$ cat config.mk
export PLATFORM = sky130hd
export DESIGN_NAME = crc16_block_frame_sender_core
export DESIGN_NICKNAME = d
export VERILOG_FILES = /design/src/design/crcfs_pkg.sv /design/src/design/crcfs_front.sv /design/src/design/crcfs_queue.sv /design/src/design/crcfs_back.sv /design/src/design/crc16_block_frame_sender_core.sv
export SDC_FILE = /design/constraint.sdc
export NUM_CORES = 1
export LEC_CHECK = 0
export BUFFER_PORTS_ARGS = -buffer_cell sky130_fd_sc_hd__buf_4
export CAP_MARGIN = 15
export CORE_MARGIN = 2
export CORE_UTILIZATION = 35
export DETAILED_ROUTE_END_ITERATION = 8
export PLACE_DENSITY = 0.57
export SYNTH_ARGS = -nofsm -noshare
export SYNTH_HDL_FRONTEND = slang
export SYNTH_SLANG_ARGS = --single-unit
$ cat constraint.sdc
create_clock -name i_clk -period 2.9 [get_ports i_clk]
set_input_delay 0.145 -clock i_clk [delete_from_list [all_inputs] [get_ports i_clk]]
set_output_delay 0.145 -clock i_clk [all_outputs]
set_load 0.02 [all_outputs]
$ cat src/design/crcfs_pkg.sv
`timescale 1ns / 1ps
// ----------------------------------------------------------------------------
// crcfs_pkg
// shared types, codes and the crc-16 byte fold for the frame sender
// ----------------------------------------------------------------------------
package crcfs_pkg;

    localparam logic [7:0]  HDR_SOH  = 8'h01;
    localparam logic [7:0]  HDR_EOT  = 8'h04;
    localparam logic [15:0] CRC_POLY = 16'h1021;
    localparam logic [3:0]  RETRY_LIMIT_RESET = 4'd3;

    localparam logic KIND_PAYLOAD  = 1'b0;
    localparam logic KIND_RESPONSE = 1'b1;

    localparam logic OUT_KIND_BYTE    = 1'b0;
    localparam logic OUT_KIND_VERDICT = 1'b1;

    typedef enum logic [1:0] {
        VERDICT_ACCEPT  = 2'd0,
        VERDICT_RESEND  = 2'd1,
        VERDICT_GIVE_UP = 2'd2
    } t_verdict;

    // position inside the byte run of one payload item
    typedef enum logic [2:0] {
        STEP_HDR    = 3'd0,
        STEP_SEQ    = 3'd1,
        STEP_INV    = 3'd2,
        STEP_DATA   = 3'd3,
        STEP_CRC_HI = 3'd4,
        STEP_CRC_LO = 3'd5
    } t_step;

    // work handed from the front end to the back end
    typedef struct packed {
        logic        is_resp;
        logic        start;
        logic        last;
        logic        final_frame;
        logic [7:0]  seq;
        logic [7:0]  data;
        logic [15:0] crc;
        t_verdict    verdict;
    } t_cmd;

    function automatic logic [15:0] crc_fold(input logic [15:0] crc, input logic [7:0] b);
        logic [15:0] c;
        c = crc ^ {b, 8'h00};
        for (int k = 0; k < 8; k++) begin
            if (c[15]) begin
                c = {c[14:0], 1'b0} ^ CRC_POLY;
            end else begin
                c = {c[14:0], 1'b0};
            end
        end
        return c;
    endfunction

endpackage

$ cat src/design/crcfs_front.sv
`timescale 1ns / 1ps
// ----------------------------------------------------------------------------
// crcfs_front
// accepts items, tracks frame state and crc, judges responses
// ----------------------------------------------------------------------------
module crcfs_front (
    input  logic              i_clk,
    input  logic              i_rst_n,
    input  logic              i_cfg_valid,
    output logic              o_cfg_ready,
    input  logic [3:0]        i_cfg_data,
    input  logic              i_valid,
    output logic              o_ready,
    input  logic              i_kind,
    input  logic [7:0]        i_data_byte,
    input  logic              i_last_byte,
    input  logic [7:0]        i_seq,
    input  logic              i_final_frame,
    input  logic              i_timed_out,
    input  logic              i_q_full,
    output logic              o_push,
    output crcfs_pkg::t_cmd   o_cmd
);

    logic [3:0]  r_retry_limit;
    logic [15:0] r_crc;
    logic        r_in_frame;
    logic        r_frame_is_final;
    logic [3:0]  r_failed_tries;

    logic [15:0] n_crc;
    logic        n_in_frame;
    logic        n_frame_is_final;
    logic [3:0]  n_failed_tries;

    logic              accept;
    logic              fin_eff;
    logic              failed;
    logic [4:0]        tries_inc;
    crcfs_pkg::t_verdict verd;

    assign o_cfg_ready = 1'b1;
    assign o_ready     = !i_q_full;
    assign accept      = i_valid && o_ready;

    assign fin_eff   = r_in_frame ? r_frame_is_final : i_final_frame;
    assign tries_inc = {1'b0, r_failed_tries} + 5'd1;
    assign failed    = i_timed_out ? !r_frame_is_final : (i_data_byte != 8'h00);

    always_comb begin
        n_crc            = r_crc;
        n_in_frame       = r_in_frame;
        n_frame_is_final = r_frame_is_final;
        n_failed_tries   = r_failed_tries;
        verd             = crcfs_pkg::VERDICT_ACCEPT;
        o_push           = 1'b0;
        if (i_kind == crcfs_pkg::KIND_PAYLOAD) begin
            n_crc            = crcfs_pkg::crc_fold(r_in_frame ? r_crc : 16'h0000, i_data_byte);
            n_in_frame       = !i_last_byte;
            n_frame_is_final = fin_eff;
            o_push           = accept;
        end else if (!r_in_frame) begin
            o_push = accept;
            if (!failed) begin
                n_failed_tries = 4'd0;
                verd           = crcfs_pkg::VERDICT_ACCEPT;
            end else if (tries_inc >= {1'b0, r_retry_limit}) begin
                n_failed_tries = 4'd0;
                verd           = crcfs_pkg::VERDICT_GIVE_UP;
            end else begin
                n_failed_tries = tries_inc[3:0];
                verd           = crcfs_pkg::VERDICT_RESEND;
            end
        end
    end

    always_comb begin
        o_cmd.is_resp     = (i_kind == crcfs_pkg::KIND_RESPONSE);
        o_cmd.start       = !r_in_frame;
        o_cmd.last        = i_last_byte;
        o_cmd.final_frame = fin_eff;
        o_cmd.seq         = i_seq;
        o_cmd.data        = i_data_byte;
        o_cmd.crc         = n_crc;
        o_cmd.verdict     = verd;
    end

    always_ff @(posedge i_clk) begin
        if (!i_rst_n) begin
            r_retry_limit    <= crcfs_pkg::RETRY_LIMIT_RESET;
            r_crc            <= 16'h0000;
            r_in_frame       <= 1'b0;
            r_frame_is_final <= 1'b0;
            r_failed_tries   <= 4'd0;
        end else begin
            if (i_cfg_valid && o_cfg_ready) begin
                r_retry_limit <= i_cfg_data;
            end
            if (accept) begin
                r_crc            <= n_crc;
                r_in_frame       <= n_in_frame;
                r_frame_is_final <= n_frame_is_final;
                r_failed_tries   <= n_failed_tries;
            end
        end
    end

endmodule

$ cat src/design/crcfs_queue.sv
`timescale 1ns / 1ps
// ----------------------------------------------------------------------------
// crcfs_queue
// small command fifo between front end and back end
// ----------------------------------------------------------------------------
module crcfs_queue #(
    parameter int DEPTH = 4
) (
    input  logic            i_clk,
    input  logic            i_rst_n,
    input  logic            i_push,
    input  crcfs_pkg::t_cmd i_cmd,
    output logic            o_full,
    input  logic            i_pop,
    output logic            o_valid,
    output crcfs_pkg::t_cmd o_cmd
);

    localparam int PW = (DEPTH > 1) ? $clog2(DEPTH) : 1;
    localparam int CW = $clog2(DEPTH + 1);
    localparam logic [PW-1:0] LAST_PTR = PW'(DEPTH - 1);
    localparam logic [CW-1:0] FULL_CNT = CW'(DEPTH);

    crcfs_pkg::t_cmd r_mem [DEPTH];
    logic [PW-1:0]   r_wr_ptr;
    logic [PW-1:0]   r_rd_ptr;
    logic [CW-1:0]   r_count;

    logic do_push;
    logic do_pop;

    assign o_full  = (r_count == FULL_CNT);
    assign o_valid = (r_count != '0);
    assign o_cmd   = r_mem[r_rd_ptr];
    assign do_push = i_push && !o_full;
    assign do_pop  = i_pop && o_valid;

    always_ff @(posedge i_clk) begin
        if (do_push) begin
            r_mem[r_wr_ptr] <= i_cmd;
        end
    end

    always_ff @(posedge i_clk) begin
        if (!i_rst_n) begin
            r_wr_ptr <= '0;
            r_rd_ptr <= '0;
            r_count  <= '0;
        end else begin
            if (do_push) begin
                r_wr_ptr <= (r_wr_ptr == LAST_PTR) ? '0 : r_wr_ptr + PW'(1);
            end
            if (do_pop) begin
                r_rd_ptr <= (r_rd_ptr == LAST_PTR) ? '0 : r_rd_ptr + PW'(1);
            end
            if (do_push && !do_pop) begin
                r_count <= r_count + CW'(1);
            end else if (do_pop && !do_push) begin
                r_count <= r_count - CW'(1);
            end
        end
    end

endmodule

$ cat src/design/crcfs_back.sv
`timescale 1ns / 1ps
// ----------------------------------------------------------------------------
// crcfs_back
// expands queued commands into frame bytes and verdicts, one result a cycle while i_ready is high
// ----------------------------------------------------------------------------
module crcfs_back (
    input  logic            i_clk,
    input  logic            i_rst_n,
    input  logic            i_q_valid,
    input  crcfs_pkg::t_cmd i_cmd,
    output logic            o_pop,
    output logic            o_valid,
    input  logic            i_ready,
    output logic            o_kind,
    output logic [7:0]      o_byte,
    output logic [1:0]      o_verdict,
    output logic            o_last
);

    logic             r_busy;
    crcfs_pkg::t_step r_step;
    logic             n_busy;
    crcfs_pkg::t_step n_step;

    logic             r_out_valid;
    logic             r_out_kind;
    logic [7:0]       r_out_byte;
    logic [1:0]       r_out_verdict;
    logic             r_out_last;

    crcfs_pkg::t_step cur_step;
    crcfs_pkg::t_step end_step;
    logic             load;
    logic             run_end;
    logic [7:0]       sel_byte;

    assign load     = i_q_valid && (!r_out_valid || i_ready);
    assign cur_step = r_busy ? r_step
                    : ((i_cmd.start && !i_cmd.is_resp) ? crcfs_pkg::STEP_HDR
                                                       : crcfs_pkg::STEP_DATA);
    assign end_step = (i_cmd.last && !i_cmd.is_resp) ? crcfs_pkg::STEP_CRC_LO
                                                     : crcfs_pkg::STEP_DATA;
    assign run_end  = (cur_step == end_step);
    assign o_pop    = load && run_end;

    // next step
    always_comb begin
        n_busy = r_busy;
        n_step = r_step;
        if (load) begin
            if (run_end) begin
                n_busy = 1'b0;
            end else begin
                n_busy = 1'b1;
                n_step = crcfs_pkg::t_step'(3'(cur_step) + 3'd1);
            end
        end
    end

    // byte for the current step
    always_comb begin
        unique case (cur_step)
            crcfs_pkg::STEP_HDR:
                sel_byte = i_cmd.final_frame ? crcfs_pkg::HDR_EOT : crcfs_pkg::HDR_SOH;
            crcfs_pkg::STEP_SEQ:    sel_byte = i_cmd.seq;
            crcfs_pkg::STEP_INV:    sel_byte = ~i_cmd.seq;
            crcfs_pkg::STEP_DATA:   sel_byte = i_cmd.data;
            crcfs_pkg::STEP_CRC_HI: sel_byte = i_cmd.crc[15:8];
            crcfs_pkg::STEP_CRC_LO: sel_byte = i_cmd.crc[7:0];
            default:                sel_byte = 8'h00;
        endcase
    end

    always_ff @(posedge i_clk) begin
        if (!i_rst_n) begin
            r_busy      <= 1'b0;
            r_step      <= crcfs_pkg::STEP_HDR;
            r_out_valid <= 1'b0;
        end else begin
            r_busy <= n_busy;
            r_step <= n_step;
            if (load) begin
                r_out_valid <= 1'b1;
            end else if (i_ready) begin
                r_out_valid <= 1'b0;
            end
        end
    end

    always_ff @(posedge i_clk) begin
        if (load) begin
            r_out_last <= run_end;
            if (i_cmd.is_resp) begin
                r_out_kind    <= crcfs_pkg::OUT_KIND_VERDICT;
                r_out_byte    <= 8'h00;
                r_out_verdict <= i_cmd.verdict;
            end else begin
                r_out_kind    <= crcfs_pkg::OUT_KIND_BYTE;
                r_out_byte    <= sel_byte;
                r_out_verdict <= crcfs_pkg::VERDICT_ACCEPT;
            end
        end
    end

    assign o_valid   = r_out_valid;
    assign o_kind    = r_out_kind;
    assign o_byte    = r_out_byte;
    assign o_verdict = r_out_verdict;
    assign o_last    = r_out_last;

endmodule

$ cat src/design/crc16_block_frame_sender_core.sv
`timescale 1ns / 1ps
// ----------------------------------------------------------------------------
// crc16_block_frame_sender_core
// sender side of a block transfer with crc-16 framed packets
// ----------------------------------------------------------------------------
// Feed payload bytes (tuser 0) with tlast on the frame's last byte; the block
// wraps them into a frame: a header byte (soh for a data frame, eot for the
// final frame), the sequence number and its complement, the payload passed
// through, then a crc-16 (poly 0x1021, init 0), high byte first. Feed the
// partner's reply (tuser 1) after a frame; it comes back as one verdict:
// accepted, resend the same frame, or give up after retry_limit failed tries.
// A mid-frame byte is taken every cycle while the queue has room and gives one
// output item; the first byte of a frame gives four output items and the last
// byte three, so the output side, which emits one item per cycle from the back
// end while m_axis_tready is high, sets the throughput over a frame. A 4-entry
// command queue between the front end (framing state, crc fold, reply judgment)
// and the back end (byte expansion) lets input keep streaming while header or
// crc bytes drain. Accepted items pass the queue, then the output register.
module crc16_block_frame_sender_core #(
    parameter int QUEUE_DEPTH = 4
) (
    input  logic        i_clk,
    input  logic        i_rst_n,
    // configuration: retry_limit
    input  logic        i_cfg_valid,
    output logic        o_cfg_ready,
    input  logic [3:0]  i_cfg_data,
    // input items
    input  logic        s_axis_tvalid,
    output logic        s_axis_tready,
    input  logic [23:0] s_axis_tdata,   // data_byte[7:0], seq[15:8], final_frame[16],
                                        // timed_out[17], zero pad[23:18]
    input  logic        s_axis_tuser,   // kind
    input  logic        s_axis_tlast,   // last_byte
    // result items
    output logic        m_axis_tvalid,
    input  logic        m_axis_tready,
    output logic [15:0] m_axis_tdata,   // out_byte[7:0], verdict[9:8], zero pad[15:10]
    output logic        m_axis_tuser,   // out_kind
    output logic        m_axis_tlast    // run_last
);

    // front end to queue
    logic            front_push;
    crcfs_pkg::t_cmd front_cmd;
    logic            q_full;

    // queue to back end
    logic            q_valid;
    crcfs_pkg::t_cmd q_cmd;
    logic            back_pop;

    logic [7:0]      out_byte;
    logic [1:0]      out_verdict;

    crcfs_front u_front (
        .i_clk         (i_clk),
        .i_rst_n       (i_rst_n),
        .i_cfg_valid   (i_cfg_valid),
        .o_cfg_ready   (o_cfg_ready),
        .i_cfg_data    (i_cfg_data),
        .i_valid       (s_axis_tvalid),
        .o_ready       (s_axis_tready),
        .i_kind        (s_axis_tuser),
        .i_data_byte   (s_axis_tdata[7:0]),
        .i_last_byte   (s_axis_tlast),
        .i_seq         (s_axis_tdata[15:8]),
        .i_final_frame (s_axis_tdata[16]),
        .i_timed_out   (s_axis_tdata[17]),
        .i_q_full      (q_full),
        .o_push        (front_push),
        .o_cmd         (front_cmd)
    );

    crcfs_queue #(
        .DEPTH (QUEUE_DEPTH)
    ) u_queue (
        .i_clk   (i_clk),
        .i_rst_n (i_rst_n),
        .i_push  (front_push),
        .i_cmd   (front_cmd),
        .o_full  (q_full),
        .i_pop   (back_pop),
        .o_valid (q_valid),
        .o_cmd   (q_cmd)
    );

    crcfs_back u_back (
        .i_clk     (i_clk),
        .i_rst_n   (i_rst_n),
        .i_q_valid (q_valid),
        .i_cmd     (q_cmd),
        .o_pop     (back_pop),
        .o_valid   (m_axis_tvalid),
        .i_ready   (m_axis_tready),
        .o_kind    (m_axis_tuser),
        .o_byte    (out_byte),
        .o_verdict (out_verdict),
        .o_last    (m_axis_tlast)
    );

    // pack result fields, lowest first
    assign m_axis_tdata = {6'b000000, out_verdict, out_byte};

endmodule
==> After elaboration in Yosys (flattened, before gate mapping) <==
Memory sizes are Yosys's and may differ from the RTL's. A register that Yosys moved wholly into a read port is not among the register bits.
Index checks and enable logic that the tools add are counted.
{ "word_totals": {"reg_bits": 50, "ram_bits": 152, "word_cells": 115, "n_memories": 1} }
{ "op_classes": {"add_sub_neg": 6, "magnitude_cmp": 1, "n_eq_ne": 9, "muxes": 44, "bitwise_logic": 13, "n_reduce_logical": 26} }
{ "mem_list": {"columns": ["name", "words", "width", "read_ports", "rd_ports_with_merged_regs", "write_ports", "line", "source"], "rows": [
  ["u_queue.r_mem", 4, 38, 1, 1, 1, "crcfs_queue.sv:24", "crcfs_pkg::t_cmd r_mem [DEPTH];"]
]} }
{ "ops": {"columns": ["cell", "n"], "rows": [
  ["$mux 16", 9],
  ["$mux 13", 8],
  ["$pmux 8 s6", 1],
  ["$not 3->3", 8],
  ["$mux 2", 9],
  ["$xor 16x16->16", 1],
  ["$mux 3", 5],
  ["$mux 1", 10],
  ["$eq 3x3->1 const B", 3],
  ["$logic_and 1x1->1", 9],
  ["$logic_not 1->1", 8],
  ["$mux 4", 2],
  ["$not 8->8", 1],
  ["$reduce_bool 8->1", 1],
  ["$add 3x1->3 const B", 2],
  ["$eq 3x2->1 const B", 2],
  ["$add 4x1->5 const B", 1],
  ["$ge 5x4->1", 1],
  ["$add 2x1->2 const B", 2],
  ["$eq 2x2->1 const B", 2],
  ["$reduce_and 2->1", 2],
  ["$reduce_bool 2->1", 2],
  ["$eq 3x1->1 const B", 1],
  ["$eq 3x3->1", 1],
  ["other kinds (6)", 8]
]} }

==> Longest topological paths before layout <==
{ "depth": {"depth_word": 26, "depth_mapped": 13} }

==> Hierarchy <==
From an unflattened synthesis, not the netlist that was laid out.
{ "hier_totals": {"hier_cells": 599, "hier_area_um2": 8962.3} }
{ "by_module_without_submodules": {"columns": ["mod", "instances", "cells_each", "area_each_um2", "seq_area_each_um2"], "rows": [
  ["crcfs_queue", 1, 249, 5974.5, 4744.6],
  ["crcfs_front", 1, 239, 1886.8, 520.5],
  ["crcfs_back", 1, 104, 1052.3, 460.4],
  ["crc16_block_frame_sender_core", 1, 7, 48.8, 0.0]
]} }

==> Worst setup path after synthesis <==
No wires, ideal clock.
{ "synth_timing": {"path_type": "register to register", "startpoint": "register (tool-made name)", "endpoint": "register u_back.r_out_byte[1], in the netlist u_back.o_byte[1] (data pin)", "setup_ns": 0.255, "t_arrival_ns": 2.727, "required_time_ns": 2.645, "slack_ns": -0.081, "stages_incl_launch_ff": 14, "n_path_buf": 3, "synth_period_minus_slack_ns": 2.981, "cell_sequence": "dfxtp_1 -> buf_4 -> mux4_2 -> nor3b_2 -> a21oi_1 -> inv_1 -> ha_1 -> clkbuf_1 -> and3_1 -> clkbuf_1 -> a32o_1 -> a21oi_1 -> o21ai_0 -> and2_1"} }
{ "synth_lines": {"columns": ["element", "line", "source"], "rows": [
  ["end signal, assigned", "crcfs_back.sv:99", "r_out_byte <= sel_byte;"],
  ["end, declared", "crcfs_back.sv:27", "logic [7:0] r_out_byte;"]
]} }

==> results.py <==
metrics = {
    "grt": {
        "antenna_found_initial": 0,
        "grt_max_degree": 39,
        "grt_overflow": 0,
        "grt_pass1_wl_um": 29500,
        "grt_pass1_vias": 5306,
        "track_usage": 0.143,
    },
    "die": {
        "io_pins": 56,
        "core_area_um2": 25000,
        "start_util": 0.354,
        "rows": 58,
        "fp.dieH_um": 163,
        "dieWidth_um": 163,
        "die_area_um2": 26600,
    },
    "worst_setup_path": {
        "crit_type": "reg2reg",
        "critPathCaptureType": "flip-flop",
        "cp_max_fo": 2,
        "start_kind": "flip-flop",
        "required_ps": 3300,
        "worstPathArrival_ps": 3230,
    },
    "placement": {
        "pre_cts_ws_ps": -8.73,
        "dp_hpwl_um": 12200,
        "io_buffers": 42,
        "dpl.cell_count": 940,
        "place_congestion": 0.775,
    },
    "logic_synthesis": {
        "synth-compound-area-share": 0.0605,
        "synthMuxAreaShare": 0.130,
        "ys_ff_latch": 204,
        "syn_area_um2": 8870,
        "synth.distinct_cells": 55,
        "synth_top_family_by_area": "multiplexers",
        "synthAdderAreaFrac": 0.0248,
        "ys_warn_count": 0,
        "yosysTopAreaCell": "edfxtp_1",
        "yosys.area_share.simple": 0.0733,
        "synthArstFlopShare": 0,
        "synthFlopType": "edfxtp_1",
        "synthTopCellsByCount": "edfxtp_1, nand2_1, dfxtp_1, mux4_2, a21oi_1",
        "synth-xor-area-share": 0.0395,
        "yosysMostFrequentCell": "edfxtp_1",
        "synth_seq_area_share": 0.645,
        "syn_inst": 577,
        "yosys-top-cells-area": "edfxtp_1, mux4_2, dfxtp_1",
        "yosys.area.top_type_share": 0.555,
        "synth_edf_count": 164,
        "syn_area_per_cell_um2": 15.4,
    },
    "clocking": {
        "htreeDepth": 1,
        "cts-root-buf": "clkbuf_16",
        "cts_buffers": 21,
        "insertion_delay_ps": 490,
        "clkTransAtPathRegs_ps": 60,
        "cts_tree": "done",
        "cts_sinks": 204,
        "clk_path_buf_depth": 3,
    },
    "pwr": {
        "leakagePower_nw": 3.79,
        "power_frac_comb": 0.307,
        "design_power_total_mw": 9.37,
        "clkPwrFrac": 0.279,
        "seqPwrFrac": 0.415,
        "sw_frac_of_total": 0.293,
        "max-vdd-ir-drop_v": 0.000437,
        "powerDensity_nw_per_um2": 881,
        "p_int_mw": 6.62,
        "switching_power_mw": 2.75,
    },
    "cells_and_area": {
        "fin_nets": 716,
        "antennaDiodeCount": 0,
        "drive_above_1_share": 0.252,
        "final_cells": 1008,
        "area_delta_synth_final_pct": 19.8,
    },
    "timing": {
        "fin_ws_ps": 68.1,
        "maxSlewViolCount": 0,
        "hold_violations": 0,
        "worst_pin_slew_ps": 1110,
        "max_slew_margin": 0.261,
        "fin_crit_ps": 2830,
        "rsz0062_at_grt": "yes",
        "holdWs_ps": 39.9,
        "skew_ps": 13.3,
        "max_freq_mhz": 353,
        "setup-violations-final": 0,
        "period_share": 0.977,
    },
    "min_path": {
        "hp-class": "in2reg",
    },
    "route": {
        "dr.pass1.iters": 4,
        "route.final.wire_length_um": 18600,
        "drtIter0Drc": 279,
        "antenna_left": 0,
        "wl_per_cell_um": 18.5,
        "drc": 0,
        "via_count": 4981,
        "post_drt_via_cell_ratio": 4.94,
    },
    "status": {
        "status": "finished, final reports clean",
    },
    "run": {
        "drv_cap": 0,
    },
}
## power by group through the flow
| stage | clock [mW] | sequential, mW | combinational, mW |
|---|---|---|---|
| global route | 2.80 | 3.92 | 3.14 |
| finish | 2.61 | 3.89 | 2.87 |
| global placement | 0 | 3.92 | 2.74 |
| floorplan | 0 | 4.01 | 1.80 |
| CTS | 2.67 | 3.89 | 2.86 |
| detailed placement | 0 | 3.95 | 2.81 |
## flip-flops by register name (all words and copies together), names as in the netlist, named ones only
| signal | count |
|---|---|
| u_queue.r_mem | 152 |
| u_front.r_crc | 16 |
| u_back.o_byte | 8 |
| u_back.o_last | 1 |
| u_queue.r_rd_ptr | 2 |
| u_front.r_in_frame | 1 |
| u_front.r_retry_limit | 4 |
| u_front.r_frame_is_final | 1 |
| u_back.r_step | 3 |
| u_back.o_verdict | 2 |
| u_back.r_busy | 1 |
| u_back.o_valid | 1 |
| u_front.r_failed_tries | 4 |
| u_queue.r_wr_ptr | 2 |
| u_back.o_kind | 1 |
| u_queue.r_count | 3 |
## kinds of logic after synthesis
logic type,count (synthesis)
other cells,2
flops,204
xor+xnor,32
fa+ha+maj,17
buf+inv,50
compound gates,77
mux,66
simple gates,129
## through the flow
stage	area, um^2	setup TNS, ps	utilization
after floorplan	8910	0	-
after detailed placement	9630	-8.73	0.385
final	10600	0	0.425
after global placement	9620	0	0.384
after CTS	10600	0	0.423
after global routing	10600	-63.1	0.425
## cells in the final DEF (no fill, tap or decap), types with 7 or more instances in the layout
| master | count |
|---|---|
| clkbuf_16 | 23 |
| edfxtp_1 | 164 |
| xnor2_1 | 11 |
| nor2_1 | 23 |
| dlygate4sd3_1 | 28 |
| buf_4 | 64 |
| mux2i_1 | 16 |
| dfxtp_1 | 39 |
| mux4_2 | 38 |
| a21oi_1 | 22 |
| and2_1 | 11 |
| mux2_2 | 12 |
| ha_1 | 15 |
| a32o_1 | 8 |
| xor2_1 | 16 |
| clkbuf_1 | 7 |
| inv_1 | 14 |
| o21ai_0 | 13 |
| conb_1 | 7 |
| nand2_1 | 53 |
## final timing paths
path         cells after the start                                     end  slack [ps]                          start
max                             10         u_queue.r_count[2]$_SDFFE_PN0P_          70                      flip-flop
min                              2  u_front.r_failed_tries[2]$_SDFFE_PN0P_          40                        i_rst_n
min reg2reg                      2           u_front.r_crc[5]$_SDFFE_PN0N_         470  u_front.r_crc[5]$_SDFFE_PN0N_
max reg2reg                     10         u_queue.r_count[2]$_SDFFE_PN0P_          70                      flip-flop
## layer usage
layer  global-route usage  vias to the layer above  wire [um]
li1                     -                     2344          -
met1                0.187                     2500       7980
met2                0.249                      111       9360
met3               0.0185                       26        993
met4               0.0402                        0        323
met5                    0                        -          0
## cell type report
cell class	count	area, um^2
sequential	204	5730
clock buffer	31	616
clock inverter	6	60.1
inverter	16	60.1
fill	2233	14400
multi-input combinational	328	2980
tap	330	413
timing repair buffer	93	772
## critical path, cell delays in order, from the launching register on
cell and delay [ps]:
dfxtp_2 340, mux4_2 510, or3b_4 420, a31oi_4 150, nand3b_4 180, ha_4 130, inv_2 40, fa_2 340
xor2_1 180, or3_1 330, a21oi_2 130
## timing repair
action                                  CTS  global route
hold buffers                             28             0
buffers inserted                          0             3
pin swaps                                 2             0
endpoints found under the setup margin    1             7
resized for setup                         1             4
endpoints found under the hold margin    74             0
Power figures use the tool's default switching activity.
